--- src/rtl/core/tmsf_pkg.sv ---
package tmsf_pkg;

  localparam int SAMPLE_W = 10;
  localparam int SUM_W    = 14;
  localparam int COUNT_W  = 4;
  localparam int TDATA_W  = 16;

  localparam int RAW_GROUP   = 11;
  localparam int MED_GROUP   = 8;
  localparam int RAW_DIVISOR = RAW_GROUP - 2;
  localparam int MED_DIVISOR = MED_GROUP - 2;

  // Divide by multiply: q = (x * ceil(2^17 / d)) >> 17, exact for x below 2^15.
  localparam int RECIP_SHIFT = 17;
  localparam int RECIP_W     = 15;
  localparam int RAW_RECIP   = ((2 ** RECIP_SHIFT) + RAW_DIVISOR - 1) / RAW_DIVISOR;
  localparam int MED_RECIP   = ((2 ** RECIP_SHIFT) + MED_DIVISOR - 1) / MED_DIVISOR;
  localparam int PROD_W      = SUM_W + RECIP_W;

  typedef enum logic {
    MODE_RAW    = 1'b0,
    MODE_MEDIAN = 1'b1
  } filter_mode_t;

  typedef struct packed {
    filter_mode_t        mode;
    logic [SUM_W-1:0]    sum;
    logic [SAMPLE_W-1:0] max;
    logic [SAMPLE_W-1:0] min;
  } group_done_t;

  function automatic logic [SAMPLE_W-1:0] median3(
    input logic [SAMPLE_W-1:0] a,
    input logic [SAMPLE_W-1:0] b,
    input logic [SAMPLE_W-1:0] c
  );
    logic [SAMPLE_W-1:0] lo;
    logic [SAMPLE_W-1:0] hi;
    lo = (a < b) ? a : b;
    hi = (a < b) ? b : a;
    if (c > hi) begin
      return hi;
    end else if (c > lo) begin
      return c;
    end
    return lo;
  endfunction

endpackage

--- src/rtl/core/tmsf_accum.sv ---
module tmsf_accum (
  input  logic                              clk,
  input  logic                              rst,
  input  logic                              cfg_wen,
  input  logic                              cfg_mode,
  input  logic                              step,
  input  logic [tmsf_pkg::SAMPLE_W-1:0]     sample,
  output logic                              done_valid,
  output tmsf_pkg::group_done_t             done
);
  import tmsf_pkg::*;

  typedef enum logic [1:0] {
    PH_FIRST  = 2'd0,
    PH_SECOND = 2'd1,
    PH_THIRD  = 2'd2
  } phase_t;

  filter_mode_t        mode;
  phase_t              phase;
  phase_t              phase_next;
  logic [SAMPLE_W-1:0] first_raw;
  logic [SAMPLE_W-1:0] second_raw;
  logic [COUNT_W-1:0]  count;
  logic [SUM_W-1:0]    sum;
  logic [SAMPLE_W-1:0] max;
  logic [SAMPLE_W-1:0] min;

  logic [SAMPLE_W-1:0] elem;
  logic                use_elem;
  logic [COUNT_W-1:0]  count_next;
  logic [SUM_W-1:0]    sum_next;
  logic [SAMPLE_W-1:0] max_next;
  logic [SAMPLE_W-1:0] min_next;
  logic [COUNT_W-1:0]  group_size;
  logic                full;

  always_comb begin
    elem       = sample;
    use_elem   = 1'b0;
    phase_next = phase;
    if (mode == MODE_RAW) begin
      use_elem = 1'b1;
    end else begin
      case (phase)
        PH_SECOND: begin
          phase_next = PH_THIRD;
        end
        PH_THIRD: begin
          elem       = median3(first_raw, second_raw, sample);
          use_elem   = 1'b1;
          phase_next = PH_FIRST;
        end
        default: begin
          phase_next = PH_SECOND;
        end
      endcase
    end
  end

  assign sum_next   = sum + {{(SUM_W-SAMPLE_W){1'b0}}, elem};
  assign max_next   = (elem > max) ? elem : max;
  assign min_next   = (elem < min) ? elem : min;
  assign count_next = count + COUNT_W'(1);
  assign group_size = (mode == MODE_RAW) ? COUNT_W'(RAW_GROUP) : COUNT_W'(MED_GROUP);
  assign full       = (count_next >= group_size);

  assign done_valid = step && use_elem && full;
  assign done       = '{mode: mode, sum: sum_next, max: max_next, min: min_next};

  // Payload of the open triple.
  always_ff @(posedge clk) begin
    if (step && (mode == MODE_MEDIAN)) begin
      if (phase == PH_SECOND) begin
        second_raw <= sample;
      end else if (phase != PH_THIRD) begin
        first_raw <= sample;
      end
    end
  end

  always_ff @(posedge clk) begin
    if (rst || cfg_wen) begin
      mode  <= rst ? MODE_RAW : filter_mode_t'(cfg_mode);
      phase <= PH_FIRST;
      count <= '0;
      sum   <= '0;
      max   <= '0;
      min   <= '1;
    end else if (step) begin
      phase <= phase_next;
      if (use_elem) begin
        if (full) begin
          count <= '0;
          sum   <= '0;
          max   <= '0;
          min   <= '1;
        end else begin
          count <= count_next;
          sum   <= sum_next;
          max   <= max_next;
          min   <= min_next;
        end
      end
    end
  end

endmodule

--- src/rtl/core/trimmed_mean_sample_filter_core.sv ---
// Channel   | Direction | Signals                               | Contents
// ----------+-----------+---------------------------------------+--------------------------------
// s_axis    | in        | s_axis_tvalid/tready/tdata[15:0]      | sample [9:0]
// m_axis    | out       | m_axis_tvalid/tready/tdata[15:0]      | filtered_value [9:0]
// cfg       | in        | cfg_wen, cfg_wdata[0:0]               | filter_mode, write only
//
// One sample per cycle sustained while m_axis accepts. A sample passes an input
// register, the group update (median of three, add, max/min compare), a
// completed-group register and the divide-by-multiply output register.
// Reset (rst, synchronous) empties all stages, selects the raw mode and restarts
// the group. A cfg write restarts the group too.
// A stalled m_axis holds its transaction; the stages behind it keep filling, and
// s_axis drops tready only once the input and group registers are both held.
module trimmed_mean_sample_filter_core (
  input  logic                          clk,
  input  logic                          rst,
  input  logic                          cfg_wen,
  input  logic [0:0]                    cfg_wdata,      // [0] filter_mode
  input  logic                          s_axis_tvalid,
  output logic                          s_axis_tready,
  input  logic [tmsf_pkg::TDATA_W-1:0]  s_axis_tdata,   // [9:0] sample
  output logic                          m_axis_tvalid,
  input  logic                          m_axis_tready,
  output logic [tmsf_pkg::TDATA_W-1:0]  m_axis_tdata    // [9:0] filtered_value
);
  import tmsf_pkg::*;

  // Input register.
  logic                in_valid;
  logic [SAMPLE_W-1:0] in_sample;
  logic                in_adv;

  // Completed-group register.
  logic                done_valid;
  group_done_t         done;
  logic                grp_valid;
  group_done_t         grp;
  logic                grp_ready;

  // Output register.
  logic                out_valid;
  logic [SAMPLE_W-1:0] out_value;
  logic                out_free;

  logic [SUM_W-1:0]    trimmed;
  logic [RECIP_W-1:0]  recip;
  logic [PROD_W-1:0]   prod;

  assign out_free  = !out_valid || m_axis_tready;
  assign grp_ready = !grp_valid || out_free;
  assign in_adv    = in_valid && grp_ready;

  assign s_axis_tready = !in_valid || in_adv;

  always_ff @(posedge clk) begin
    if (rst) begin
      in_valid <= 1'b0;
    end else if (s_axis_tready) begin
      in_valid <= s_axis_tvalid;
    end
  end

  always_ff @(posedge clk) begin
    if (s_axis_tready && s_axis_tvalid) begin
      in_sample <= s_axis_tdata[SAMPLE_W-1:0];
    end
  end

  // Group state: advance on every sample that leaves the input register.
  tmsf_accum u_accum (
    .clk        (clk),
    .rst        (rst),
    .cfg_wen    (cfg_wen),
    .cfg_mode   (cfg_wdata[0]),
    .step       (in_adv),
    .sample     (in_sample),
    .done_valid (done_valid),
    .done       (done)
  );

  // Hold the totals of a finished group until the output register frees up.
  always_ff @(posedge clk) begin
    if (rst) begin
      grp_valid <= 1'b0;
    end else if (grp_ready) begin
      grp_valid <= in_adv && done_valid;
    end
  end

  always_ff @(posedge clk) begin
    if (grp_ready) begin
      grp <= done;
    end
  end

  // Drop the extremes, then divide by group size minus two via the reciprocal.
  assign trimmed = grp.sum - {{(SUM_W-SAMPLE_W){1'b0}}, grp.max}
                           - {{(SUM_W-SAMPLE_W){1'b0}}, grp.min};
  assign recip   = (grp.mode == MODE_RAW) ? RECIP_W'(RAW_RECIP) : RECIP_W'(MED_RECIP);
  assign prod    = PROD_W'(trimmed) * PROD_W'(recip);

  always_ff @(posedge clk) begin
    if (rst) begin
      out_valid <= 1'b0;
    end else if (out_free) begin
      out_valid <= grp_valid;
    end
  end

  always_ff @(posedge clk) begin
    if (out_free) begin
      out_value <= prod[RECIP_SHIFT +: SAMPLE_W];
    end
  end

  assign m_axis_tvalid = out_valid;
  assign m_axis_tdata  = {{(TDATA_W-SAMPLE_W){1'b0}}, out_value};

endmodule

--- config.mk ---
export PLATFORM = sky130hd
export DESIGN_NAME = trimmed_mean_sample_filter_core
export DESIGN_NICKNAME = d
export VERILOG_FILES = /design/src/rtl/core/tmsf_pkg.sv /design/src/rtl/core/tmsf_accum.sv /design/src/rtl/core/trimmed_mean_sample_filter_core.sv
export SDC_FILE = /design/constraint.sdc
export NUM_CORES = 1
export LEC_CHECK = 0
export ABC_AREA = 1
export BUFFER_PORTS_ARGS = -buffer_cell sky130_fd_sc_hd__buf_2
export CORE_MARGIN = 1.5
export CORE_UTILIZATION = 30
export DETAILED_ROUTE_END_ITERATION = 12
export HOLD_SLACK_MARGIN = 0.02
export PLACE_DENSITY_LB_ADDON = 0.08
export SLEW_MARGIN = 15
export SYNTH_ARGS = -nofsm -noshare
export SYNTH_HDL_FRONTEND = slang
export SYNTH_SLANG_ARGS = --single-unit
--- constraint.sdc ---
create_clock -name clk -period 12.2 [get_ports clk]
set_clock_uncertainty 0.2 [all_clocks]
set_input_delay 1.22 -clock clk [delete_from_list [all_inputs] [get_ports clk]]
set_output_delay 1.22 -clock clk [all_outputs]
set_load 0.02 [all_outputs]
==> Word level (Yosys, flattened, before mapping) <==
Cells that the tools add are included.
{ "classes": {"mul": 1, "n_addsub": 4, "n_reduce_logical": 17, "n_eq_ne": 3, "magnitude_cmp": 6, "n_bitwise": 1, "mux": 22} }
{ "op_table": {"columns": ["operator", "count"], "rows": [
  ["$mux W10", 11],
  ["$gt A10 B10 Y1", 3],
  ["$sub A14 B10 Y14", 2],
  ["$mul A14 B15 Y27", 1],
  ["$lt A10 B10 Y1", 2],
  ["$mux W15", 1],
  ["$add A14 B10 Y14", 1],
  ["$mux W14", 1],
  ["$logic_and A1 B1 Y1", 6],
  ["$mux W1", 6],
  ["$reduce_and A2 Y1", 3],
  ["$add A4 B1 Y4 const B", 1],
  ["$ge A4 B4 Y1", 1],
  ["$logic_or A1 B1 Y1", 4],
  ["$mux W4", 1],
  ["$pmux W2 S2", 1],
  ["$logic_not A1 Y1", 3],
  ["$reduce_and A3 Y1", 1],
  ["$eq A2 B1 Y1 const B", 1],
  ["$eq A2 B2 Y1 const B", 1],
  ["$mux W2", 1],
  ["$ne A2 B2 Y1 const B", 1],
  ["$not A1 Y1", 1]
]} }
{ "totals": {"register_bits": 119, "in_bits": 22, "out_inout_bits": 18} }

==> Depth between registers and ports, before layout <==
Gate-level depths: netlist of run 1.
{ "depth": {"depth_word": 13, "mapped_depth": 41, "ltp_nobuf": 38} }

==> Hierarchy <==
From an unflattened synthesis of run 1, not the netlist that was laid out.
{ "unflattened": {"cells_unflattened": 1550, "area_unflattened_um2": 12583.3} }
{ "modules_own_cells": {"columns": ["module", "seq_area_each_um2", "cells_each", "instances", "area_each_um2"], "rows": [
  ["trimmed_mean_sample_filter_core", 1711.6, 884, 1, 7682.4],
  ["tmsf_accum", 1431.4, 666, 1, 4901.0]
]} }

==> Worst setup path after synthesis of run 1 <==
No wires, ideal clock.
{ "synth_path": {"kind": "register to register", "from": "register grp[12] (netlist name)", "to": "register out_value[3] (data pin)", "t_arrival_ns": 6.825, "slack_ns": 4.914, "setup_time_ns": 0.262, "path_stages_with_launch": 29, "path_cell_list": "edfxtp_1 > inv_1 > fa_1 > ha_1 > a21oi_1 > o21ai_0 > a21o_1 > a31oi_1 > o21ai_0 > nand2_1 > nand2_1 > xnor2_1 > nand2_1 > fa_1 > inv_1 > fa_1 > fa_1 > fa_1 > fa_1 > ha_1 > ha_1 > nand2_1 > nor2_1 > inv_1 > nor2_1 > or3b_2 > o21ai_0 > a211oi_1 > xnor2_1"} }
{ "synth_via": {"elab_chain_len": 3} }
{ "synth_rtl": {"columns": ["item", "line_no", "rtl"], "rows": [
  ["from (decl)", "trimmed_mean_sample_filter_core.sv:37", "group_done_t grp;"],
  ["from (signal assigned)", "trimmed_mean_sample_filter_core.sv:92", "grp <= done;"],
  ["$sub A14 B10 Y14", "trimmed_mean_sample_filter_core.sv:97", "assign trimmed = grp.sum - {{(SUM_W-SAMPLE_W){1'b0}}, grp.max}"],
  ["$sub A14 B10 Y14", "trimmed_mean_sample_filter_core.sv:98", "- {{(SUM_W-SAMPLE_W){1'b0}}, grp.min};"],
  ["$mul A14 B15 Y27", "trimmed_mean_sample_filter_core.sv:100", "assign prod = PROD_W'(trimmed) * PROD_W'(recip);"],
  ["net prod[20]", "trimmed_mean_sample_filter_core.sv:47", "logic [PROD_W-1:0] prod;"],
  ["to (signal assigned)", "trimmed_mean_sample_filter_core.sv:112", "out_value <= prod[RECIP_SHIFT +: SAMPLE_W];"],
  ["to (decl)", "trimmed_mean_sample_filter_core.sv:42", "logic [SAMPLE_W-1:0] out_value;"]
]} }
The timed path passes the listed nets, and every way through them passes these cells.
A chain may end at the register's enable or synchronous reset.

==> Final worst setup path of run 1 <==
{ "layout_path": {"from": "register grp[14] (netlist name)", "to": "register out_value[3] (data pin)"} }
The elaborated chain is that of the path after synthesis.

==> metrics.cfg, run 1 <==
[status]
status=complete, no violations

[critical_path]
critical_path.slowest_cell=fa_1
worstRegToRegCells=28
worstSetupPathType=flip-flop to flip-flop
cp-start-kind=flip-flop
r2r_slack_ps=4070
endpoint_kind=flip-flop
startpoint=grp[14]
crit_end=out_value[3]
cpPeakStageDelay_ps=630
timing.rr.start=grp[14]
worstReg2RegEnd=out_value[3]
arrival_ps=8110
cp.required_ps=12180
path_common_cell=fa_1
cp_max_fo=5

[synthesis]
yosysTopAreaCellShare=0.1938
seq_area_frac_synth=0.2670
async_flop_share=0
synth_flop_cell=edfxtp_1
synth_edf_count=76
syn_area_sq_um=11770
yosys.area.top_type=edfxtp_1
synth_warnings=0
syn_inst=1354
ys_types=50
ys_top_cells_by_area=edfxtp_1, ha_1, fa_1, inv_1, nand2_1
synth_area_per_cell_sq_um=8.696
ys_ff_latch=119

[clock_tree]
clkTransAtPathRegs_ps=70
cts_tree=built
cts_buffer_depth=2
root_buffer=clkbuf_16
ctsHoldBuffers=0
insertion_delay_ps=440
postCtsSetupBuffers=0
cts_resized=0
cts.sinks=119
cts_max_level=4
tritoncts.num_buffers=17

[sta]
fmax_mhz=123.1
tns_ps=0
timing_hold_violations_final=0
finalMaxSlewViolations=0
period_share=0.6661
relSlewSlack=0.4260
rsz0062_at_grt=no
final-setup-viol-count=0
max_slew.worst_pin.slew_ps=860.1
layout_min_cycle_time_ps=8126

[global_route]
grt_pass1_vias=8537
antenna_found_initial=0
grt_usage=0.1416
grt_pass1_wl_microns=44240
grt_overflow=0
grt_max_degree=39

[layout]
multi_input_area_sq_um=7393
seq_area_sq_um=3143
area_delta_synth_final_pct=11.02
fillers=4038
drive_gt1_frac=0.07632
design_area_sq_um=13070
insertedDiodeCount=0
final_common_cell=inv_1
final_cell_mix=inv_1, nand2_1, ha_1
final_nets=1680

[route]
drt_iter0_markers=268
final_antenna_net_count=0
wl_microns=27180
drc_errors=0
vias=8324
firstDrtPassIters=5
routedWlPerCell_microns=14.15
drt-vias-per-instance=4.335

[placement]
routabilityCongestion=0.7841
dpl_cell_area_sq_um=12480
hpwl_microns=22570
port_buffers=27

[hold_path]
hp-start=grp_valid
min-delay-path-class=flip-flop to flip-flop

[floorplanning]
die_w_microns=201.1
dieArea_sq_um=40440
start_util=0.3046
die_height_microns=201.1
rows=72
core_area_sq_um=38650
pin_count=40

[run]
maxCapViolCount=0

[sequential cells by signal, summed over array words and instances (netlist names), 10 cells and up]
register	cells
in_sample	10
u_accum.second_raw	10
grp	35
u_accum.first_raw	10
u_accum.sum	14
u_accum.min	10
out_value	10
u_accum.max	10
[area by class of cell]
class	count	area share
Sequential cell	119	0.2405
Multi-Input combinational cell	919	0.5656
Timing Repair Buffer	32	0.01321
Inverter	300	0.08615
Clock inverter	10	0.006222
Tap cell	518	0.04958
Clock buffer	22	0.03877
[critical path, delay by kind of cell, from the launching register on]
kind | cells | cell delay [ps]
buffers and inverters | 3 | 230
AOI/OAI and AO/OA | 6 | 940
adders and majority gates | 9 | 4140
and+or+nand+nor | 8 | 1450
xor gates and xnor gates | 2 | 550
DFF | 1 | 380
[worst min path at each step]
stage / end / slack [ps] / cells past startpoint
2_1_floorplan: m_axis_tvalid / 230 / 2
3_3_place_gp: m_axis_tvalid / 240 / 2
3_5_place_dp: m_axis_tvalid / 250 / 2
4_1_cts: m_axis_tvalid / 260 / 2
5_1_grt: u_accum.max[8] / 280 / 2
6_report: m_axis_tvalid / 260 / 2
[synth_stat cells (17+ instances only)]
cell        n
dfxtp_1    43
o21ai_0    39
nand3_1    40
xor2_1     27
nor2_1     63
o21ai_1    17
inv_1     296
nand2_1   244
fa_1      102
a21oi_1    98
edfxtp_1   76
ha_1      167
[metal layers]
metal  vias up  track usage  wire (microns)
li1       4358            -               -
met1      3837       0.1714           12500
met2        87       0.2499           13420
met3        42      0.02332             577
met4         0      0.05639             680
met5         -            0               0
[cells by family after synthesis]
family | after synthesis | synth area share
AND/OR/NAND/NOR | 394 | 0.1407
buffers and inverters | 331 | 0.1104
adder cells (fa/ha/maj) | 269 | 0.3509
AO/OA/AOI/OAI | 200 | 0.1007
flip-flops | 119 | 0.2670
XOR/XNOR | 39 | 0.02965
other | 2 | 0.0006379
[through the flow]
step / utilization / hold WS, ps / std cells / setup slack [ps]
after floorplan: - / 230.1 / 1369 / 4914
after global placement: 0.3230 / 243.5 / 1888 / 4003
after detailed placement: 0.3230 / 249.1 / 1888 / 3983
after CTS: 0.3382 / 258.8 / 1920 / 3972
after global routing: 0.3382 / 284.0 / 1920 / 3533
final: 0.3382 / 259.9 / 1920 / 4074
Power of run 1 is not shown: default switching activity piles up to over one toggle a cycle in this logic, so the estimate is an artifact.
==> run 2, diff against run 1 <==
Clock period 12.2 ns to 6.9 ns, I/O delays scaled along.
==> run 2 against run 1 <==
Against the previous run:
- the run now ends with setup timing left
- via count up 4.7%
- wire length up 4.8%
- sequential cell count unchanged
- sequential share of layout area down 2.2 points
- critical endpoint unchanged
- highest routed layer unchanged
==> metrics.cfg, run 2 (synthesis gave the netlist of run 1 again) <==
[status]
status=complete, but fails checks  ; was complete, no violations
violations=setup timing

[global_route]
grt_overflow=0  ; unchanged
grt_pass1_wl_microns=46330  ; was 44240 microns
antenna_found_initial=0  ; unchanged
grt_usage=0.1478  ; was 0.1416
grt_max_degree=38  ; was 39
grt_pass1_vias=8954  ; was 8537

[critical_path]
endpoint_kind=flip-flop  ; unchanged
arrival_ps=7170  ; was 8110 ps
critical_path.slowest_cell=fa_1  ; unchanged
cp_top_family=adder cells  ; unchanged
worstSetupPathType=flip-flop to flip-flop  ; unchanged
cp_max_fo=4  ; was 5
path_common_cell=fa_1  ; unchanged
cp-start-kind=flip-flop  ; unchanged
cp.required_ps=6890  ; was 12180 ps
crit_buf_inv=8  ; was 3
cpPeakStageDelay_ps=580  ; was 630 ps

[sta]
final-setup-viol-count=9  ; was 0
period_share=1.042  ; was 0.6661
timing_hold_violations_final=0  ; unchanged
finalMaxSlewViolations=0  ; unchanged
max_slew.worst_pin.slew_ps=1135  ; was 860.1 ps
rsz0062_at_grt=yes  ; was no
setup_slack_ps=-289.3  ; was 4074 ps
fmax_mhz=139.1  ; was 123.1 MHz
relSlewSlack=0.2428  ; was 0.4260
tns_ps=-1276  ; was 0 ps
layout_min_cycle_time_ps=7189  ; was 8126 ps

[floorplanning]
core_area_sq_um=38650  ; unchanged
start_util=0.3046  ; unchanged
rows=72  ; unchanged
pin_count=40  ; unchanged
dieArea_sq_um=40440  ; unchanged
die_height_microns=201.1  ; unchanged
die_w_microns=201.1  ; unchanged

[clock_tree]
root_buffer=clkbuf_16  ; unchanged
cts_buffer_depth=2  ; unchanged
cts_tree=built  ; unchanged
cts.sinks=119  ; unchanged
clkTransAtPathRegs_ps=60  ; was 70 ps
cts_max_level=4  ; unchanged
insertion_delay_ps=440  ; about the same
tritoncts.num_buffers=17  ; unchanged

[placement]
dpl_cell_area_sq_um=13440  ; was 12480 sq um
hpwl_microns=23580  ; was 22570 microns
port_buffers=27  ; unchanged
routabilityCongestion=0.7949  ; was 0.7841

[route]
routedWlPerCell_microns=14.01  ; was 14.15 microns
drt_iter0_markers=315  ; was 268
wl_microns=28490  ; was 27180 microns
vias=8712  ; was 8324
final_antenna_net_count=0  ; unchanged
drt-vias-per-instance=4.285  ; was 4.335
drc_errors=0  ; unchanged
firstDrtPassIters=4  ; was 5

[layout]
regMostFlops=grp  ; unchanged
area_delta_synth_final_pct=22.44  ; was 11.02%
final_common_cell=inv_1  ; unchanged
design_area_sq_um=14420  ; was 13070 sq um
reg_top3=grp x35, u_accum.sum x14  ; unchanged
largest_register_ffs=35  ; unchanged
final_cell_mix=inv_1, nand2_1, ha_1  ; unchanged
drive_gt1_frac=0.2007  ; was 0.07632
final_nets=1793  ; was 1680
utilization=0.3730  ; was 0.3382
insertedDiodeCount=0  ; unchanged

[hold_path]
min-delay-path-class=primary input to flip-flop  ; was flip-flop to flip-flop

[run]
maxCapViolCount=0  ; unchanged

[run 2: cell types whose count changed in the layout (fill, tap and decap cells not counted), sizes merged]
cell	change
buf	+113
clkbuf	-1
clkinv	-1
clkinvlp	+6
inv	-4
[run 2: cell type report]
type	count	area (sq um)
Fill cell	3962	24230
Multi-Input combinational cell	919	7926
Sequential cell	119	3143
Inverter	300	1130
Timing Repair Buffer	145	1032
Tap cell	518	648.1
Clock buffer	21	461.7
Clock inverter	11	75.07
[run 2: final timing paths]
path	from	end	slack (ps)	cells past startpoint
worst max-delay path	grp[13]	out_value[3]	-290	31
worst min-delay path	s_axis_tdata[3]	in_sample[3]	220	1
worst min register to register	u_accum.min[3]	u_accum.min[3]	260	2
worst max register to register	grp[13]	out_value[3]	-290	31
[run 2: what timing repair did]
action                                  CTS  global route
buffers inserted                          6             5
hold endpoints to repair                  0             0
gates resized for setup                  36            53
hold buffers                              0             0
endpoints found under the setup margin   10            32
pin swaps                                33            46
[run 2: metal layers]
metal,part of all wire,up-vias,track usage
met1,0.47,4038,0.1882
met3,0.023,26,0.02122
met5,0,-,0
met2,0.49,69,0.2568
li1,-,4579,-
met4,0.017,0,0.04780
[run 2: metrics by stage]
| step | hold WS (ps) | std cells | setup slack, ps |
|---|---|---|---|
| 6_report | 224.9 | 2033 | -289.3 |
| 5_1_grt | 205.5 | 2033 | -614.5 |
| 4_1_cts | 198.8 | 2028 | -348.4 |
| 3_5_place_dp | 253.6 | 1990 | -504.2 |
| 3_3_place_gp | 247.8 | 1990 | -455.9 |
| 2_1_floorplan | 230.1 | 1369 | -82.31 |
Power of run 2 is left out for the same reason.
==> run 3, diff against run 2 <==
Settings changed: RECOVER_POWER set to 50.
==> run 3 against run 2 <==
Against the previous run:
- the run ends with capacitance limit, setup timing left
- global-route usage did not move
- final area down 0.10%
- via count stayed put
- critical path depth stayed put
- sequential share of layout area hardly changed
- wire length about the same
==> metrics.cfg, run 3 (synthesis gave the netlist of run 1 again) <==
[floorplanning]
die_w_microns=201.1  ; unchanged
die_height_microns=201.1  ; unchanged
rows=72  ; unchanged
start_util=0.3046  ; unchanged
core_area_sq_um=38650  ; unchanged
dieArea_sq_um=40440  ; unchanged
pin_count=40  ; unchanged

[layout]
insertedDiodeCount=0  ; unchanged
largest_register_ffs=35  ; unchanged
final_cell_mix=inv_1, nand2_1, ha_1  ; unchanged
fillers=3970  ; was 3962
design_area_sq_um=14400  ; was 14420 sq um
drive_gt1_frac=0.1921  ; was 0.2007
reg_top3=grp x35, u_accum.sum x14  ; unchanged
final_common_cell=inv_1  ; unchanged
area_delta_synth_final_pct=22.32  ; was 22.44%
regMostFlops=grp  ; unchanged
final_nets=1793  ; unchanged

[global_route]
grt_pass1_vias=8954  ; unchanged
grt_usage=0.1478  ; unchanged
antenna_found_initial=0  ; unchanged
grt_pass1_wl_microns=46330  ; unchanged
grt_overflow=0  ; unchanged
grt_max_degree=38  ; unchanged

[critical_path]
cp_max_fo=4  ; unchanged
critical_path.slowest_cell=fa_1  ; unchanged
worstSetupPathType=flip-flop to flip-flop  ; unchanged
crit_end=out_value[3]  ; unchanged
worstRegToRegCells=31  ; unchanged
r2r_slack_ps=-290  ; about the same
cpPeakStageDelay_ps=580  ; about the same
timing.rr.start=grp[13]  ; unchanged
cp.required_ps=6890  ; about the same
startpoint=grp[13]  ; unchanged
worstReg2RegEnd=out_value[3]  ; unchanged
path_common_cell=fa_1  ; unchanged
endpoint_kind=flip-flop  ; unchanged
arrival_ps=7170  ; about the same
cp-start-kind=flip-flop  ; unchanged

[clock_tree]
clkTransAtPathRegs_ps=60  ; about the same
root_buffer=clkbuf_16  ; unchanged
cts_tree=built  ; unchanged
ctsHoldBuffers=0  ; unchanged
cts.sinks=119  ; unchanged
cts_max_level=4  ; unchanged
cts_buffer_depth=2  ; unchanged
tritoncts.num_buffers=17  ; unchanged
insertion_delay_ps=440  ; about the same

[placement]
pre_cts_slack_ps=-504.2  ; unchanged
routabilityCongestion=0.7949  ; unchanged
dpl_cell_area_sq_um=13440  ; unchanged
hpwl_microns=23580  ; unchanged
port_buffers=27  ; unchanged

[sta]
max_slew.worst_pin.slew_ps=1493  ; was 1135 ps
fin_hold_ws_ps=224.9  ; unchanged
period_share=1.042  ; unchanged
rsz0062_at_grt=yes  ; unchanged
final-setup-viol-count=9  ; unchanged
setup_slack_ps=-289.3  ; unchanged
layout_min_cycle_time_ps=7189  ; unchanged
fmax_mhz=139.1  ; unchanged
finalMaxSlewViolations=0  ; unchanged
timing_hold_violations_final=0  ; unchanged
relSlewSlack=0.003330  ; was 0.2428

[route]
final_antenna_net_count=0  ; unchanged
drt_iter0_markers=316  ; was 315
wl_microns=28500  ; was 28490 microns
drc_errors=0  ; unchanged
vias=8712  ; unchanged
routedWlPerCell_microns=14.02  ; was 14.01 microns
drt-vias-per-instance=4.285  ; unchanged
firstDrtPassIters=4  ; unchanged

[hold_path]
min-delay-path-class=primary input to flip-flop  ; unchanged

[status]
status=complete, but fails checks  ; unchanged
violations=capacitance limit, setup timing  ; was setup timing

[run]
maxCapViolCount=1  ; was 0

run 3: changes by cell type in the layout (fill, tap and decap cells not counted), sizes merged:
cell    previous run  this run
buf              145       133
clkbuf            21        33
run 3: timing repair:
action / CTS / global route
pin swaps: 33 / 46
resized for setup: 36 / 53
setup endpoints to repair: 10 / 32
endpoints found under the hold margin: 0 / 0
buffers inserted: 6 / 5
run 3: how the worst min path moves through the flow:
stage	from	end	slack (ps)	cells past startpoint
4_1_cts	s_axis_tdata[3]	in_sample[3]	200	1
3_5_place_dp	u_accum.min[8]	u_accum.min[8]	250	2
5_1_grt	s_axis_tdata[3]	in_sample[3]	210	1
6_report	s_axis_tdata[3]	in_sample[3]	220	1
3_3_place_gp	u_accum.min[1]	u_accum.min[1]	250	2
2_1_floorplan	grp_valid	m_axis_tvalid	230	2
run 3: final cells by class:
| class | count | area (sq um) | area share |
|---|---|---|---|
| multi-input cells | 919 | 7926 | 0.5504 |
| flip-flops and latches | 119 | 3143 | 0.2182 |
| inverters | 300 | 1130 | 0.07845 |
| repair buffers | 145 | 1017 | 0.07063 |
| well taps | 518 | 648.1 | 0.04500 |
| clock buffers | 21 | 461.7 | 0.03206 |
| clock inverters | 11 | 75.07 | 0.005213 |
run 3: through the flow:
stage | util | cells | TNS [ps]
after detailed placement | 0.3479 | 1990 | -3723
after global routing | 0.3726 | 2033 | -4532
after CTS | 0.3664 | 2028 | -1670
after floorplan | - | 1369 | -89.72
after global placement | 0.3479 | 1990 | -3410
final | 0.3726 | 2033 | -1276
run 3: worst max-delay path: cells and delay by family, from the launching register on:
family | cells | cell delay, ps
AO/OA/AOI/OAI | 4 | 640
XOR/XNOR | 2 | 210
adder cells (fa/ha/maj) | 9 | 4080
buffers and inverters | 8 | 460
flip-flops | 1 | 340
AND/OR/NAND/NOR | 8 | 990
run 3: metal layers:
metal / wire [microns] / global-route usage / part of all wire / vias up
met5: 0 / 0 / 0 / -
met4: 471 / 0.04780 / 0.017 / 0
met3: 646 / 0.02122 / 0.023 / 26
met2: 13920 / 0.2568 / 0.49 / 69
met1: 13460 / 0.1882 / 0.47 / 4038
li1: - / - / - / 4579
Power of run 3 is left out for the same reason.
